File: src/design/ird_pkg.sv
// Shared constants, types and the digit alphabet for the radix digit converter.
// No dependencies; imported by every module of the block.
package ird_pkg;

    localparam int VALUE_BITS  = 64;  // width of the value port
    localparam int RADIX_BITS  = 7;
    localparam int DIGIT_BITS  = 6;
    localparam int CHAR_BITS   = 7;
    localparam int DIGIT_SLOTS = 64;
    localparam int SLOT_BITS   = 6;

    localparam logic [RADIX_BITS-1:0] RADIX_RESET = 7'd10;
    localparam logic [RADIX_BITS-1:0] RADIX_MIN   = 7'd2;
    localparam logic [RADIX_BITS-1:0] RADIX_MAX   = 7'd64;

    localparam logic [CHAR_BITS-1:0] ASCII_ZERO  = 7'h30;
    localparam logic [CHAR_BITS-1:0] ASCII_UPPER = 7'h41;
    localparam logic [CHAR_BITS-1:0] ASCII_LOWER = 7'h61;
    localparam logic [CHAR_BITS-1:0] ASCII_DASH  = 7'h2D;
    localparam logic [CHAR_BITS-1:0] ASCII_UNDER = 7'h5F;

    typedef struct packed {
        logic                  done;     // one-cycle pulse, a digit pass finished
        logic [DIGIT_BITS-1:0] digit;    // remainder of that pass
        logic                  nonzero;  // quotient left by that pass is not zero
    } t_div_status;

    // 0-9, A-Z, a-z, '-', '_'
    function automatic logic [CHAR_BITS-1:0] digit_to_char(input logic [DIGIT_BITS-1:0] d);
        logic [CHAR_BITS-1:0] dx;
        dx = {1'b0, d};
        if (d < 6'd10)
            digit_to_char = ASCII_ZERO + dx;
        else if (d < 6'd36)
            digit_to_char = ASCII_UPPER + dx - 7'd10;
        else if (d < 6'd62)
            digit_to_char = ASCII_LOWER + dx - 7'd36;
        else if (d == 6'd62)
            digit_to_char = ASCII_DASH;
        else
            digit_to_char = ASCII_UNDER;
    endfunction

endpackage

File: src/design/ird_divider.sv
// Bit-serial restoring divider: one quotient bit per cycle, quotient shifted
// back into the dividend register. Depends on ird_pkg.
module ird_divider #(
    parameter int W = 64
) (
    input  logic                          i_clk,
    input  logic                          i_rst_n,
    input  logic                          i_load,
    input  logic [W-1:0]                  i_value,
    input  logic                          i_start,
    input  logic [ird_pkg::RADIX_BITS-1:0] i_radix,
    output ird_pkg::t_div_status          o_status
);
    import ird_pkg::*;

    localparam int CW = (W > 1) ? $clog2(W) : 1;

    logic [W-1:0]            r_quo, n_quo;
    logic [RADIX_BITS-1:0]   r_rem, n_rem;
    logic [CW-1:0]           r_cnt, n_cnt;
    logic                    r_busy, n_busy;
    logic                    r_done, n_done;
    logic                    r_nz, n_nz;
    logic [RADIX_BITS-1:0]   trial;
    logic                    ge;

    // remainder stays below the radix (<= 64), so its low 6 bits plus the next bit fit
    assign trial = {r_rem[RADIX_BITS-2:0], r_quo[W-1]};
    assign ge    = (trial >= i_radix);

    always_comb begin
        n_quo  = r_quo;
        n_rem  = r_rem;
        n_cnt  = r_cnt;
        n_busy = r_busy;
        n_nz   = r_nz;
        n_done = 1'b0;
        if (r_busy) begin
            n_rem = ge ? (trial - i_radix) : trial;
            n_quo = {r_quo[W-2:0], ge};
            n_nz  = r_nz | ge;
            n_cnt = r_cnt + 1'b1;
            if (r_cnt == CW'(W - 1)) begin
                n_busy = 1'b0;
                n_done = 1'b1;
            end
        end
        if (i_start) begin
            n_rem  = '0;
            n_cnt  = '0;
            n_nz   = 1'b0;
            n_busy = 1'b1;
        end
        if (i_load)
            n_quo = i_value;
    end

    always_ff @(posedge i_clk) begin
        if (!i_rst_n) begin
            r_busy <= 1'b0;
            r_done <= 1'b0;
            r_cnt  <= '0;
            r_nz   <= 1'b0;
        end else begin
            r_busy <= n_busy;
            r_done <= n_done;
            r_cnt  <= n_cnt;
            r_nz   <= n_nz;
        end
    end

    always_ff @(posedge i_clk) begin
        r_quo <= n_quo;
        r_rem <= n_rem;
    end

    assign o_status.done    = r_done;
    assign o_status.digit   = r_rem[DIGIT_BITS-1:0];
    assign o_status.nonzero = r_nz;

endmodule

File: src/design/ird_digit_store.sv
// Digit store: 64 x 6-bit memory, one write port, one registered read port.
// Depends on ird_pkg.
module ird_digit_store (
    input  logic                           i_clk,
    input  logic                           i_wr_en,
    input  logic [ird_pkg::SLOT_BITS-1:0]  i_wr_addr,
    input  logic [ird_pkg::DIGIT_BITS-1:0] i_wr_data,
    input  logic                           i_rd_en,
    input  logic [ird_pkg::SLOT_BITS-1:0]  i_rd_addr,
    output logic [ird_pkg::DIGIT_BITS-1:0] o_rd_data
);
    import ird_pkg::*;

    logic [DIGIT_BITS-1:0] r_mem [0:DIGIT_SLOTS-1];
    logic [DIGIT_BITS-1:0] r_rd_data;

    always_ff @(posedge i_clk) begin
        if (i_wr_en)
            r_mem[i_wr_addr] <= i_wr_data;
    end

    always_ff @(posedge i_clk) begin
        if (i_rd_en)
            r_rd_data <= r_mem[i_rd_addr];
    end

    assign o_rd_data = r_rd_data;

endmodule

File: src/design/integer_to_radix_digits.sv
// Converts an unsigned VALUE_WIDTH-bit value to its digit string in radix 2..64
// (alphabet 0-9 A-Z a-z - _), most significant digit first, last digit flagged;
// zero gives "0" and a radix outside 2..64 gives no digits. One value at a time:
// each digit comes from the bit-serial divider and is written to the digit store,
// then the digits are read back from the store, most significant first. The final
// digit waits in the output register while the next value is already taken.
// Depends on ird_pkg, ird_divider, ird_digit_store.
module integer_to_radix_digits #(
    parameter int VALUE_WIDTH = 64
) (
    input  logic                           i_clk,
    input  logic                           i_rst_n,
    // configuration: radix
    input  logic                           i_cfg_valid,
    output logic                           o_cfg_ready,
    input  logic [ird_pkg::RADIX_BITS-1:0] i_cfg_data,
    // input channel
    input  logic                           i_in_valid,
    output logic                           o_in_stall,
    input  logic [ird_pkg::VALUE_BITS-1:0] i_value,
    // output channel
    output logic                           o_out_valid,
    input  logic                           i_out_stall,
    output logic [ird_pkg::CHAR_BITS-1:0]  o_digit_char,
    output logic [ird_pkg::DIGIT_BITS-1:0] o_digit_value,
    output logic                           o_last
);
    import ird_pkg::*;

    localparam logic [1:0] ST_IDLE  = 2'd0;
    localparam logic [1:0] ST_DIV   = 2'd1;
    localparam logic [1:0] ST_FETCH = 2'd2;
    localparam logic [1:0] ST_EMIT  = 2'd3;

    logic [1:0]            r_state, n_state;
    logic [RADIX_BITS-1:0] r_radix;
    logic [SLOT_BITS-1:0]  r_n, n_n;      // slot of the digit being produced
    logic [SLOT_BITS-1:0]  r_idx, n_idx;  // slot being emitted
    logic                  r_out_valid, n_out_valid;
    logic [CHAR_BITS-1:0]  r_char;
    logic [DIGIT_BITS-1:0] r_dval;
    logic                  r_last;

    t_div_status           div_st;
    logic                  in_xfer;
    logic                  radix_ok;
    logic                  div_load;
    logic                  div_start;
    logic                  wr_en;
    logic                  rd_en;
    logic                  out_free;
    logic                  out_load;
    logic [DIGIT_BITS-1:0] rd_data;

    assign o_cfg_ready = 1'b1;
    assign o_in_stall  = (r_state != ST_IDLE);
    assign in_xfer     = i_in_valid && !o_in_stall;
    assign radix_ok    = (r_radix >= RADIX_MIN) && (r_radix <= RADIX_MAX);
    assign out_free    = !r_out_valid || !i_out_stall;

    always_ff @(posedge i_clk) begin
        if (!i_rst_n)
            r_radix <= RADIX_RESET;
        else if (i_cfg_valid && o_cfg_ready)
            r_radix <= i_cfg_data;
    end

    always_comb begin
        n_state   = r_state;
        n_n       = r_n;
        n_idx     = r_idx;
        div_load  = 1'b0;
        div_start = 1'b0;
        wr_en     = 1'b0;
        rd_en     = 1'b0;
        out_load  = 1'b0;
        unique case (r_state)
            ST_IDLE: begin
                if (in_xfer && radix_ok) begin
                    div_load  = 1'b1;
                    div_start = 1'b1;
                    n_n       = '0;
                    n_state   = ST_DIV;
                end
            end
            ST_DIV: begin
                if (div_st.done) begin
                    wr_en = 1'b1;
                    if (div_st.nonzero && (r_n != SLOT_BITS'(DIGIT_SLOTS - 1))) begin
                        div_start = 1'b1;
                        n_n       = r_n + 1'b1;
                    end else begin
                        n_idx   = r_n;
                        n_state = ST_FETCH;
                    end
                end
            end
            ST_FETCH: begin
                rd_en   = 1'b1;
                n_state = ST_EMIT;
            end
            ST_EMIT: begin
                if (out_free) begin
                    out_load = 1'b1;
                    if (r_idx == '0) begin
                        n_state = ST_IDLE;
                    end else begin
                        n_idx   = r_idx - 1'b1;
                        n_state = ST_FETCH;
                    end
                end
            end
            default: n_state = ST_IDLE;
        endcase
    end

    always_comb begin
        n_out_valid = r_out_valid;
        if (out_load)
            n_out_valid = 1'b1;
        else if (!i_out_stall)
            n_out_valid = 1'b0;
    end

    always_ff @(posedge i_clk) begin
        if (!i_rst_n) begin
            r_state     <= ST_IDLE;
            r_n         <= '0;
            r_idx       <= '0;
            r_out_valid <= 1'b0;
        end else begin
            r_state     <= n_state;
            r_n         <= n_n;
            r_idx       <= n_idx;
            r_out_valid <= n_out_valid;
        end
    end

    always_ff @(posedge i_clk) begin
        if (out_load) begin
            r_char <= digit_to_char(rd_data);
            r_dval <= rd_data;
            r_last <= (r_idx == '0);
        end
    end

    ird_divider #(
        .W (VALUE_WIDTH)
    ) u_div (
        .i_clk    (i_clk),
        .i_rst_n  (i_rst_n),
        .i_load   (div_load),
        .i_value  (i_value[VALUE_WIDTH-1:0]),
        .i_start  (div_start),
        .i_radix  (r_radix),
        .o_status (div_st)
    );

    ird_digit_store u_store (
        .i_clk     (i_clk),
        .i_wr_en   (wr_en),
        .i_wr_addr (r_n),
        .i_wr_data (div_st.digit),
        .i_rd_en   (rd_en),
        .i_rd_addr (r_idx),
        .o_rd_data (rd_data)
    );

    assign o_out_valid   = r_out_valid;
    assign o_digit_char  = r_char;
    assign o_digit_value = r_dval;
    assign o_last        = r_last;

`ifndef ASSERT_OFF
    // the divider only finishes a pass while a conversion is dividing
    a_done_in_div: assert property (@(posedge i_clk) disable iff (!i_rst_n)
        div_st.done |-> (r_state == ST_DIV))
        else $error("divider finished outside the divide phase");

    // no digit can appear right after a new value is taken
    a_no_early_digit: assert property (@(posedge i_clk) disable iff (!i_rst_n)
        in_xfer |=> !$rose(r_out_valid))
        else $error("digit emitted the cycle after a value transfer");
`endif

endmodule

File: config.mk
export PLATFORM = sky130hd
export DESIGN_NAME = integer_to_radix_digits
export DESIGN_NICKNAME = d
export VERILOG_FILES = /design/src/design/ird_pkg.sv /design/src/design/ird_divider.sv /design/src/design/ird_digit_store.sv /design/src/design/integer_to_radix_digits.sv
export SDC_FILE = /design/constraint.sdc
export NUM_CORES = 1
export LEC_CHECK = 0
export BUFFER_PORTS_ARGS = -buffer_cell sky130_fd_sc_hd__buf_2
export CAP_MARGIN = 40
export CORE_ASPECT_RATIO = 0.6
export CORE_MARGIN = 10
export CORE_UTILIZATION = 55
export DETAILED_ROUTE_END_ITERATION = 10
export GPL_ROUTABILITY_DRIVEN = 0
export HOLD_SLACK_MARGIN = 0.06
export MAX_ROUTING_LAYER = met4
export PLACE_DENSITY = 0.79
export SYNTH_ARGS = -nofsm -noshare
export SYNTH_HDL_FRONTEND = slang
export SYNTH_SLANG_ARGS = --single-unit
File: constraint.sdc
create_clock -name i_clk -period 3.35 [get_ports i_clk]
set_input_delay 0.5025 -clock i_clk [delete_from_list [all_inputs] [get_ports i_clk]]
set_output_delay 0.5025 -clock i_clk [all_outputs]
set_load 0.005 [all_outputs]
## Word level (Yosys, flattened, before mapping)

Memory sizes are Yosys's and may differ from the RTL's. A register that Yosys moved wholly into a read port is not among the register bits.
Index checks and enable logic that the tools add are counted.
Widths: inputs -> output; s select.

- Add/subtract/negate cells: 9
- Order comparisons: 6
- Eq/ne operators: 13
- Muxes and demuxes: 40
- Bitwise operators: 2
- Reduce and logical (&&, ||, !) cells: 19

Operators with widths:

| kind | number |
|---|---|
| $mux 64 | 2 |
| $mux 6 | 8 |
| $mux 7 | 4 |
| $pmux 6 s2 | 2 |
| $mux 1 | 17 |
| $add 7x6->7 const A | 2 |
| $add 6x1->6 const B | 2 |
| $eq 6x6->1 const B | 2 |
| $lt 6x6->1 const B | 2 |
| $mux 2 | 5 |
| $ne 2x2->1 const B | 5 |
| $pmux 2 s4 | 1 |
| $reduce_and 4->1 | 2 |
| $reduce_bool 2->1 | 4 |
| $add 6x6->7 const A | 1 |
| $ge 7x2->1 const B | 1 |
| $ge 7x7->1 | 1 |
| $le 7x7->1 const B | 1 |
| $sub 7x4->7 const B | 1 |
| $sub 7x6->7 const B | 1 |
| $logic_not 6->1 | 1 |
| $lt 6x4->1 const B | 1 |
| $ne 6x6->1 const B | 1 |
| $sub 6x1->6 const B | 1 |
| other kinds (14) | 21 |

- Register bits after elaboration: 115
- Bits in writable memories: 384
- Memories kept: 1

Memories:

| name | depth | bits a word | read ports | clocked after Yosys merged registers in | wr ports | line | source |
|---|---|---|---|---|---|---|---|
| u_store.r_mem | 64 | 6 | 1 | 1 | 1 | ird_digit_store.sv:14 | `logic [DIGIT_BITS-1:0] r_mem [0:DIGIT_SLOTS-1];` |

## Longest topological paths before layout

- Depth in word-level cells: 7
- Mapped depth: 10
- Depth with buffers taken out: 9

## Modules after synthesis

From an unflattened synthesis, not the netlist that was laid out.

- Cells, all modules: 1,206
- Area total of the unflattened synthesis: 21,074.0 sq um

By module, submodules not included:

| module | instances | cells each | area an instance (sq um) | seq. area each (sq um) |
|---|---|---|---|---|
| ird_digit_store | 1 | 720 | 15,285.9 | 11,711.2 |
| ird_divider | 1 | 251 | 3,656.0 | 2,222.1 |
| integer_to_radix_digits | 1 | 235 | 2,132.0 | 860.8 |

## Worst setup path after synthesis

OpenSTA, ideal clock, no wires.

- Path type: register -> register
- Start: reg r_radix[3]
- End: reg u_div.r_quo[0], enable pin
- Data arrival time: 2,948 ps
- Setup slack: -30 ps
- Cell stages (with the launch flop): 7
- Path through: dfxtp_1 or4_1 nor4_2 o211ai_2 buf_6 buf_4 nand2b_1

- Longest elaborated chain between the ends: 6
- Elaborated cells on any way between the ends: 7
- Those cells by class: order compare: 2; mux: 2; reduce/logical: 3

RTL lines:

| what | line | source |
|---|---|---|
| start: declaration | integer_to_radix_digits.sv:36 | `logic [RADIX_BITS-1:0] r_radix;` |
| start signal: assignment | integer_to_radix_digits.sv:65 | `r_radix <= i_cfg_data;` |
| $ge 7x2->1 or $le 7x7->1 (tied branches) | integer_to_radix_digits.sv:58 | `assign radix_ok = (r_radix >= RADIX_MIN) && (r_radix <= RADIX_MAX);` |
| $logic_and 1x1->1 * | integer_to_radix_digits.sv:58 |  |
| $logic_and 1x1->1 * | integer_to_radix_digits.sv:79 | `if (in_xfer && radix_ok) begin` |
| $mux 1 * | integer_to_radix_digits.sv:79 |  |
| $mux 1 * | integer_to_radix_digits.sv:77 | `unique case (r_state)` |
| $reduce_bool 2->1 (no source line) * | n/a |  |
| end signal: assignment | ird_divider.sv:73 | `r_quo <= n_quo;` |
| end: declaration | ird_divider.sv:18 | `logic [W-1:0] r_quo, n_quo;` |

Every way passes the cells marked *; elsewhere a longest branch is shown, timed or not.
A chain may end at the register's enable or synchronous reset.

## Worst setup path in the final report

- Start: reg r_state[0]
- End: mem u_store.r_mem[60][5], enable pin

- Longest elaborated chain between the ends: 4

RTL lines:

| what | line | source |
|---|---|---|
| start: declaration | integer_to_radix_digits.sv:35 | `logic [1:0] r_state, n_state;` |
| start signal: assignment | integer_to_radix_digits.sv:132 | `r_state <= n_state;` |
| $eq 2x1->1 | integer_to_radix_digits.sv:77 |  |
| $mux 1 | integer_to_radix_digits.sv:77 |  |
| $mux 1 | ird_digit_store.sv:18 | `if (i_wr_en)` |
| $mux 1 (not written as such) | ird_digit_store.sv:19 | `r_mem[i_wr_addr] <= i_wr_data;` |
| end: declaration | ird_digit_store.sv:14 |  |

Every way passes these cells.

==> run_results.csv <==
group,metric,value,unit
critical_path,cp.required,3.52,ns
pwr,power,13.3,mW
timing,maxSlewViolCount,0,
critical_path,crit_cells,5,
clocking,cts_resized,0,
placed_design,dp_hpwl,32.5,mm
placed_design,port_buffers,91,
synth,asyncSetResetFlopFracSynth,0,%
global_route,grt_max_degree,67,
timing,tns,0,ns
critical_path,path_delay_family,"simple AND/OR/NAND/NOR gates",
global_route,grt_pass1_vias,11839,
finish,syn_to_final_growth,11.6,%
floorplan,fp.dieW,271,µm
synth,synth_cell_type_count,65,
placed_design,dp_slack,0.542,ns
clocking,htreeDepth,2,
min_path,hold_path_depth,3,
clocking,clock-sinks,505,
detailed_routing,wire_per_inst,26.1,µm
synth,synth_flop_cell,"edfxtp_1",
critical_path,path_buf_inv,0,
timing,finalClockSkew,0.0205,ns
synth,synth_edf_count,468,
critical_path,worst_ep_arrival_time,3.17,ns
global_route,grt_usage,21.8,%
flow_run,max_cap_violations,0,
critical_path,path_class,"reg -> reg",
global_route,grt_pass1_wl,74.5,mm
finish,stdcell_count,1890,
finish,layout.nets,1446,
detailed_routing,viasPerCell,6.41,
finish,diodes,0,
clocking,ctsHoldBuffers,0,
floorplan,die_h,171,µm
synth,syn_nets,1341,
synth,syn_area,0.0209,mm²
clocking,cts_root_buf,"clkbuf_16",
clocking,numCtsBuffers,43,
timing,rsz0062_at_grt,"no",
detailed_routing,vias,12117,
synth,ys_seq_elements,505,
timing,max_slew_margin,37.5,%
clocking,clk_pin_slew,0.08,ns
critical_path,end_kind,"flip-flop",
pwr,irDropWorstVdd,0.000490,V
pwr,power.leakage,7.52,nW
timing,worst_pin_slew,0.937,ns
timing,post-route-period-util,89.3,%
min_path,hp-class,"in -> reg",
clocking,cts_tree,"built",
run_status,status,"finished clean",
detailed_routing,drt_pass1_iterations,6,
timing,fin_ws,0.358,ns
floorplan,core_area,0.0376,mm²
global_route,antenna_found_initial,0,
floorplan,io_pins,93,
global_route,grt_overflow,0,
critical_path,cpPeakStageDelay,0.77,ns
clocking,clock_latency,0.56,ns
timing,setup_viol,0,
clocking,clockBufferDepth,3,
timing,finalHoldViolations,0,
synth,postSynthAreaPerCell,16.7,µm²
critical_path,cp_slowest_cell,"nor2_1",
synth,yosysWarnings,0,
placed_design,place_inst,1820,
critical_path,crit_chain,"nor2b_1, nand2_1, nor2_1, nand2_1, nor2_1",
detailed_routing,drt_iter0_markers,1721,
finish,drive_above_1_share,25.9,%
detailed_routing,ant_nets,0,
clocking,cts_setup_buffers,0,
finish,utilization,62.0,%
critical_path,start_kind,"flip-flop",
critical_path,reg2regPathDepth,5,
timing,period_needed,2.99,ns
detailed_routing,drc,0,
floorplan,start_util,55.5,%
timing,fmax,334,MHz
synth,ys_seq_area_share,70.9,%
floorplan,die-area,0.0464,mm²
synth,synth_cells,1247,
detailed_routing,drt_wl_total,49.3,mm
critical_path,critPathMaxFanout,9,
floorplan,row_count,55,
pwr,power.density,572,mW/mm²
## cell families (layout without fill, tap and decap cells)
family | count (synthesis) | count (layout) | synth area share, %
other cells | 1 | 1 | 0.0180
simple gates | 282 | 282 | 6.32
xor+xnor | 9 | 9 | 0.378
compound gates | 159 | 159 | 5.20
mux | 185 | 185 | 14.2
buf+inv | 88 | 218 | 1.88
flops | 505 | 505 | 70.9
fa+ha+maj | 18 | 18 | 1.12
## synth_stat cells (5+ instances only)
library cell,count,area (µm²)
or2_2,7,43.8
clkbuf_1,33,124
a22oi_1,13,97.6
mux2i_1,37,370
o31ai_1,5,37.5
nor2b_1,10,62.6
nor2_1,120,450
mux4_2,82,1850
and3_1,5,31.3
nand3b_1,6,45.0
nand4_1,9,56.3
buf_2,22,110
xor2_1,5,43.8
buf_4,5,37.5
a21oi_1,36,180
ha_1,17,213
o211ai_1,12,90.1
dfxtp_1,37,741
mux2_2,62,698
a31oi_1,17,106
nand2b_1,12,75.1
edfxtp_1,468,14100
nand3_1,24,120
nor4_1,9,56.3
or3_1,6,37.5
nand2_1,51,191
o221ai_1,6,52.6
inv_1,21,78.8
o21ai_0,26,130
nor3_1,12,60.1
## worst paths after layout
path / slack [ns] / end / start
setup / recovery: 0.36 / u_store.r_mem[60][5]$_DFFE_PP_ / r_state[0]$_SDFFE_PN0P_
hold reg to reg: 0.49 / u_div.r_nz$_SDFFE_PP0P_ / u_div.r_nz$_SDFFE_PP0P_
setup reg to reg: 0.36 / u_store.r_mem[60][5]$_DFFE_PP_ / r_state[0]$_SDFFE_PN0P_
hold / removal: 0.19 / r_radix[1]$_SDFFE_PN1P_ / i_cfg_data[1]
## layout by cell type (no fill, tap or decap), types with 9 or more instances in the layout
cell type and instances:
nor2_1 120, a22oi_1 13, a31oi_1 17, dfxtp_1 28, a21oi_1 35, o21ai_0 26
o211ai_1 12, clkinv_2 9, mux2_2 62, nand2_1 51, clkinv_1 9, nor2b_1 10
clkbuf_16 43, mux2i_1 37, nor4_1 9, nand3_1 24, inv_1 21, nand4_1 9
edfxtp_1 468, nor3_1 12, buf_2 92, ha_1 17, buf_4 28, mux4_2 82
nand2b_1 11
## area by class of cell
| cell class | instances | area [µm²] |
|---|---|---|
| flip-flops and latches | 505 | 14800 |
| multi-input cells | 654 | 5700 |
| clock buffers | 46 | 1100 |
| well taps | 513 | 642 |
| fillers | 2620 | 14300 |
| repair buffers | 125 | 762 |
| inverters | 23 | 86.3 |
| clock inverters | 24 | 181 |
## where the power goes
group	internal, mW	switching (mW)	total, mW
registers	7.46	0.0600	7.52
logic	0.303	0.759	1.06
clock network	2.52	2.21	4.73
total	10.3	3.03	13.3
## metrics by stage
stage / hold slack (ns) / instance area, µm²
after floorplan: 0.435 / 20900
after global placement: 0.469 / 22000
after detailed placement: 0.472 / 22000
after CTS: 0.177 / 23300
after global routing: 0.186 / 23300
final: 0.189 / 23300
## layer usage
layer	global-route usage (%)	up-vias	part of all wire [%]
li1	-	5149	-
met1	31.5	6109	42
met2	29.0	778	42
met3	8.42	81	14
met4	4.43	0	1.8
met5	-	-	0
## flip-flops by register name, indices dropped and copies added (netlist names), 7 cells and up
name           cells
u_div.r_quo       64
o_digit_char       7
r_radix            7
u_store.r_mem    384
## tightest hold or removal path: stages
cell and delay [ns]:
buf_2 0.08, nand2_1 0.05, o211ai_1 0.07
Power figures use the tool's default switching activity.
